**src/rtl/dls_pkg.sv**
```systemverilog
// Package for the dense sigmoid layer: payload structs, register indexes,
// sizes, sigmoid table and controller/datapath command types. No dependencies.
package dls_pkg;

  localparam int MaxInputs  = 16;
  localparam int MaxOutputs = 16;
  localparam int WDepth     = MaxInputs * MaxOutputs;
  localparam int InW        = $clog2(MaxInputs);
  localparam int OutW       = $clog2(MaxOutputs);
  localparam int WAddrW     = $clog2(WDepth);
  localparam int AccW       = 38;

  typedef enum logic [1:0] {
    KIND_WEIGHT = 2'd0,
    KIND_BIAS   = 2'd1,
    KIND_SAMPLE = 2'd2,
    KIND_NONE   = 2'd3
  } kind_t;

  localparam logic [1:0] REG_NUM_INPUTS  = 2'd0;
  localparam logic [1:0] REG_NUM_OUTPUTS = 2'd1;
  localparam logic [1:0] REG_DERIV_EN    = 2'd2;

  typedef struct packed {
    logic [1:0]         kind;
    logic [7:0]         index;
    logic signed [15:0] value;
  } in_item_t;

  typedef struct packed {
    logic [3:0]  neuron;
    logic [15:0] activation;
    logic [13:0] derivative;
    logic        last;
  } out_item_t;

  typedef struct packed {
    logic            acc_init;
    logic            mac;
    logic            mac_last;
    logic [InW-1:0]  in_idx;
    logic [OutW-1:0] out_idx;
    logic            emit;
    logic            last;
  } dls_cmd_t;

  typedef struct packed {
    logic done;
  } dls_sts_t;

  function automatic logic [15:0] sig_tab(input logic [4:0] k);
    logic [15:0] t;
    case (k)
      5'd0:  t = 16'd16384;
      5'd1:  t = 16'd20397;
      5'd2:  t = 16'd23955;
      5'd3:  t = 16'd26790;
      5'd4:  t = 16'd28862;
      5'd5:  t = 16'd30282;
      5'd6:  t = 16'd31214;
      5'd7:  t = 16'd31807;
      5'd8:  t = 16'd32179;
      5'd9:  t = 16'd32408;
      5'd10: t = 16'd32549;
      5'd11: t = 16'd32635;
      5'd12: t = 16'd32687;
      5'd13: t = 16'd32719;
      5'd14: t = 16'd32738;
      5'd15: t = 16'd32750;
      default: t = 16'd32757;
    endcase
    return t;
  endfunction

endpackage

```
**src/rtl/dls_ctrl.sv**
```systemverilog
// Controller for the dense sigmoid layer: sequences bias load, MAC steps and
// result emission per output neuron. Depends on dls_pkg.
module dls_ctrl (
  input  logic                   clk,
  input  logic                   rst_n,
  input  logic                   go,
  input  logic [dls_pkg::InW:0]  ni,
  input  logic [dls_pkg::OutW:0] no,
  output dls_pkg::dls_cmd_t      cmd,
  input  dls_pkg::dls_sts_t      sts,
  output logic                   busy
);
  import dls_pkg::*;

  typedef enum logic [3:0] {
    S_IDLE = 4'b0001,
    S_INIT = 4'b0010,
    S_MAC  = 4'b0100,
    S_WAIT = 4'b1000
  } state_t;

  state_t state_r, state_nxt;
  logic [InW-1:0]  i_r, i_nxt;
  logic [OutW-1:0] o_r, o_nxt;
  logic [InW:0]    ni_r;
  logic [OutW:0]   no_r;
  logic            mac_end;

  assign mac_end = ({1'b0, i_r} == ni_r - 1'b1);

  always_comb begin
    state_nxt = state_r;
    i_nxt = i_r;
    o_nxt = o_r;
    cmd = '0;
    cmd.in_idx = i_r;
    cmd.out_idx = o_r;
    cmd.last = ({1'b0, o_r} == no_r - 1'b1);
    case (state_r)
      S_IDLE: begin
        o_nxt = '0;
        if (go) state_nxt = S_INIT;
      end
      S_INIT: begin
        cmd.acc_init = 1'b1;
        i_nxt = '0;
        state_nxt = S_MAC;
      end
      S_MAC: begin
        cmd.mac = 1'b1;
        cmd.mac_last = mac_end;
        i_nxt = i_r + 1'b1;
        if (mac_end) state_nxt = S_WAIT;
      end
      S_WAIT: begin
        if (sts.done) begin
          cmd.emit = 1'b1;
          if (cmd.last) begin
            state_nxt = S_IDLE;
          end else begin
            o_nxt = o_r + 1'b1;
            state_nxt = S_INIT;
          end
        end
      end
      default: state_nxt = S_IDLE;
    endcase
  end

  always_ff @(posedge clk) begin
    if (!rst_n) begin
      state_r <= S_IDLE;
      i_r <= '0;
      o_r <= '0;
    end else begin
      state_r <= state_nxt;
      i_r <= i_nxt;
      o_r <= o_nxt;
    end
    if (state_r == S_IDLE && go) begin
      ni_r <= ni;
      no_r <= no;
    end
  end

  assign busy = (state_r != S_IDLE);

  a_emit_wait: assert property (@(posedge clk) disable iff (!rst_n)
    cmd.emit |-> state_r == S_WAIT) else $error("emit outside wait");
  a_mac_start: assert property (@(posedge clk) disable iff (!rst_n)
    state_r == S_INIT |=> state_r == S_MAC && i_r == '0) else $error("bad mac start");
  a_done_exit: assert property (@(posedge clk) disable iff (!rst_n)
    state_r == S_MAC && mac_end |=> state_r == S_WAIT) else $error("mac overrun");
endmodule

```
**config.mk**
```make
export PLATFORM = sky130hd
export DESIGN_NAME = dls_ctrl
export DESIGN_NICKNAME = d
export VERILOG_FILES = /design/src/rtl/dls_pkg.sv /design/src/rtl/dls_ctrl.sv
export SDC_FILE = /design/constraint.sdc
export NUM_CORES = 1
export LEC_CHECK = 0
export BUFFER_PORTS_ARGS = -buffer_cell sky130_fd_sc_hd__buf_2
export CAP_MARGIN = 30
export CORE_MARGIN = 3
export CORE_UTILIZATION = 55
export CTS_BUF_LIST = sky130_fd_sc_hd__clkbuf_2 sky130_fd_sc_hd__clkbuf_4 sky130_fd_sc_hd__clkbuf_8
export DETAILED_ROUTE_END_ITERATION = 8
export PLACE_DENSITY = 0.83
export SETUP_SLACK_MARGIN = 0.5
export SLEW_MARGIN = 20
export SYNTH_ARGS = -nofsm -noshare
export SYNTH_HDL_FRONTEND = slang
export SYNTH_SLANG_ARGS = --single-unit
```
**constraint.sdc**
```tcl
create_clock -name clk -period 2.05 [get_ports clk]
set_input_delay 0.615 -clock clk [delete_from_list [all_inputs] [get_ports clk]]
set_output_delay 0.615 -clock clk [all_outputs]
set_load 0.05 [all_outputs]
```
# After elaboration in Yosys (flattened, before gate mapping)
# Index checks and enable logic that the tools add are counted.
[op_classes] addsub=4 eq_ne=11 muxes=13 n_reduce_logical=5
[ops] operator="$mux 4" count=5
[ops] operator="$pmux 4 s2" count=2
[ops] operator="$pmux 4 s4" count=1
[ops] operator="$eq 4x5->1" count=2
[ops] operator="$sub 5x1->5 const B" count=2
[ops] operator="$add 4x1->4 const B" count=2
[ops] operator="$ne 2x2->1 const B" count=4
[ops] operator="$reduce_and 3->1" count=2
[ops] operator="$eq 4x1->1 const B" count=1
[ops] operator="$eq 4x2->1 const B" count=1
[ops] operator="$eq 4x3->1 const B" count=1
[ops] operator="$eq 4x4->1 const B" count=1
[ops] operator="$mux 2" count=2
[ops] operator="$ne 4x1->1 const B" count=1
[ops] operator="$reduce_bool 2->1" count=2
[ops] operator="$mux 1" count=3
[ops] operator="$logic_and 1x1->1" count=1
[word_totals] regBits=22 input_bits=14 elab_cells=38

# Longest topological paths before layout
[depth] depth_word=5 depth_mapped=8

# Worst setup path after synthesis
# Ideal clock, no wire load.
[synth_path] path_type="register to output" from="reg i_r[2]" to="out cmd[10] in the netlist's numbering" arrival_ns=1.995 required_time_ns=1.435 path_slack_ns=-0.560 path_stages_with_launch=5 n_path_buf=0 path_cell_list="dfxtp_1 > nor4bb_1 > a22o_1 > o2111ai_1 > nor2_1"
[synth_lines] element="start: declaration" line="dls_ctrl.sv:23" source="logic [InW-1:0] i_r, i_nxt;"
[synth_lines] element="start signal: assignment" line="dls_ctrl.sv:77" source="i_r <= i_nxt;"
[synth_lines] element="end: declaration" line="dls_ctrl.sv:9" source="output dls_pkg::dls_cmd_t cmd,"

==> metrics.md <==
| Metric | Value |
|---|---|
| Final period util | 127% |
| Reg area | 566 um2 |
| CP peak stage delay | 440 ps |
| PortBufs | 27 |
| Fillers | 77 |
| Die Span Y | between 50 and 60 um |
| Cts bufs inserted | 3 |
| Total negative slack | -1080 ps |
| WL/cell | about 21 um |
| Kind of critical path | flop to primary output |
| Switching pwr | 0.000296 W |
| Final #Nets | 190 |
| Setup crit end kind | primary output |
| Total power | ~0.00099 W |
| Worst-skew pair later-pin latency | ~310 ps |
| Die area | between 0.002 and 0.003 mm2 |
| Failing checks | setup timing |
| Share of post-route cells with drive strength above 1 | 55.0% |
| RSZ-0062 raised after global routing | true |
| GP Congestion | approximately 0.75 |
| Slew @ Worst Pin | 360 ps |
| Power share of the sequential group | 52.4% |
| CP Max Fanout | 4 |
| Area of the multi-input gates | 756 um2 |
| Antenna cell count | 0 |
| First-pass GRT wire length | 4350 um |
| Post-Place Worst Slack | -187 ps |
| CP Cell Sequence | inv_2 > ha_4 > nand3b_1 > a21oi_1 > o2111ai_4 > nor2_4 > buf_8 |
| Vias | 1242 |
| Worst VDD drop | ~0.00063 V |
| Slowest cell on crit path | edfxtp_1 |
| Sw Share | 30.0% |
| Post-synth EDFFs | 10 |
| Die X | approximately 53 um |
| Largest family of logic cells by synthesized area | simple AND/OR/NAND/NOR gates |
| CTS clk-pin slew, worst paths | around 120 ps |
| Synthesized area per cell | 9.92 um2 |
| Core Footprint | 0.00200 mm2 |
| Vias in the first global route | 1017 |
| Max_slew headroom | 76.0% |
| Max Clock Freq | 383 MHz |
| Synth cell types | 38 |
| Synthesized-area fraction occupied by adder cells | 4.21% |
| Synth Area in Compound Gates | between 10% and 20% |
| Min-delay src | ni[4] |
| Crit path launch | ni_r[1] |
| Clock skew | ~1.6 ps |
| Slew Limit Fails | 0 |
| Clock Power Share | between 20% and 30% |
| Post-synth net total | 138 |
| Max_cap viols | 0 |
| Via density per instance | ~6.3 |
| Internal power | just under 0.0007 W |
| Type of origin of the critical path | flop |
| Antenna Nets Post-Route | 0 |
| Area of the mapped netlist | around 0.0012 mm2 |
| I/O pin total | 28 |
| Area growth from synthesis to layout | 54.7% |
| Fin. Hold Viols | 0 |
| Num rows | 16 |
| Final WL | 4230 um |
| Minimum clock period after layout | roughly 2600 ps |
| Leak | 0.767 nW |
| # DRC | 0 |
| H-tree lvl count | 1 |
| R2r startpoint | no_r[0] |
| Final instance area | 0.00184 mm2 |
| Comb pwr share | 25.5% |
| Post-Place Cell Area | 0.00143 mm2 |
| Tot GR Track Use | 21.6% |
| Hold/Removal Path Class | primary input to flop |
| WP data arrival | 1990 ps |
| Simple-gate share of the synthesized area | 22.3% |
| Largest net degree at the start of global routing | 16 |
| Initial Util | between 50% and 60% |
| Flop-to-flop setup slack | -80 ps |
| Clock buffer depth | 2 |
| Main flop type after synthesis | dfxtp_1 |
| CTS root buf | clkbuf_4 |
| Global route overflow | 0 |
| Seq/Total Area, Yosys | 45.4% |
| Status | finished, violations left |
| HPWL Detailed | approximately 1800 um |
| Hold WS | approximately 470 ps |
| Yosys warnings | 0 |
| Mux share of post-synthesis cell area | 1.68% |
| Syn Inst Count | 120 |
| CTS Sinks | 22 |
| Synth Register Bits | 22 |
| Critical Path RT | 1430 ps |
| Setup violations, final | 5 |
| PD cells | 536 mW/mm2 |
| XOR/XNOR Fraction of Synth Area | 8.10% |
| TritonCTS clock tree | built |
| PnR worst setup slack | -559 ps |
| Number of DRC markers in iteration 0 | 35 |
| Initial antenna violation count | 0 |
| Async set-or-reset flop fraction in the synthesized netlist | 0% |
| Pre-antenna DRT Iters | 4 |
## flip-flops by register name, indices dropped and copies added, names as in the netlist
register / flops
no_r: 5
ni_r: 5
state_r: 4
o_r: 4
i_r: 4
## synthesized netlist by cell type, types with 3 or more instances
library cell,count,area [um2]
dfxtp_1,12,240
inv_1,7,26.3
nor3_1,3,15.0
nand3_1,6,30.0
edfxtp_1,10,300
xnor2_1,6,52.6
nand3b_1,5,37.5
o21ai_0,5,25.0
nor2_1,7,26.3
nand2_1,10,37.5
xor2_1,5,43.8
ha_1,4,50.1
nor2b_1,5,31.3
a21oi_1,6,30.0
## layout by cell type, fill, tap and decap left out, drive strengths merged, types with 3 or more instances in the layout
master,Yosys,final
and2,3,3
nand3,6,6
nor2,7,7
o21ai,5,5
nor2b,5,5
a21oi,6,6
ha,4,4
xnor2,6,6
nand2,10,10
buf,1,50
xor2,5,5
inv,7,6
clkbuf,2,4
nor3,3,3
nand3b,5,5
edfxtp,10,10
dfxtp,12,12
## logic make-up (layout without fill, tap and decap cells)
family          Yosys count  after routing
flops                    22             22
buf+inv                  10             61
simple gates             48             48
mux                       2              2
fa+ha+maj                 4              4
compound gates           23             23
xor+xnor                 11             11
## per-layer routing
| layer | GRT usage [%] | routed length [um] | vias up |
|---|---|---|---|
| li1 | - | - | 535 |
| met1 | 23.7 | 1680 | 603 |
| met2 | 39.3 | 2080 | 78 |
| met3 | 5.13 | 230 | 26 |
| met4 | 8.51 | 235 | 0 |
| met5 | 0 | 0 | - |
## layout make-up
type                            count  area share, %
Sequential cell                    22           30.7
Inverter                            7           1.63
Multi-Input combinational cell     88           41.1
Timing Repair Buffer               50           23.1
Clock buffer                        4           1.63
Tap cell                           27           1.84
## power by group through the flow
stage,combinational [W],sequential (W),clock (W)
floorplan,0.000127,0.000511,0
finish,0.000251,0.000517,0.000219
global placement,0.000160,0.000513,0
global route,0.000266,0.000517,0.000236
detailed placement,0.000166,0.000516,0
CTS,0.000188,0.000507,0.000219
## through the flow
stage	cells	util, %
after floorplan	120	-
after global placement	174	71.2
after detailed placement	174	71.2
after CTS	187	81.3
after global routing	198	91.9
final	198	91.9
## final timing paths
path	end	cells after the start
worst max-delay path	cmd[10]	7
worst min-delay path	ni_r[4]	1
worst max register to register	o_r[2]	9
worst min register to register	o_r[3]	2
## what timing repair did
action	4_1_cts	5_1_grt
endpoints found under the setup margin	22	21
setup buffers	9	11
resized for setup	40	33
hold buffers	0	0
pin swaps	6	9
## worst max-delay path: cells and delay by family (launching register included)
| family | cells | cell delay [ps] |
|---|---|---|
| flops | 1 | 440 |
| simple gates | 2 | 280 |
| buf+inv | 2 | 260 |
| compound gates | 2 | 550 |
| fa+ha+maj | 1 | 150 |
Power figures use the tool's default switching activity.
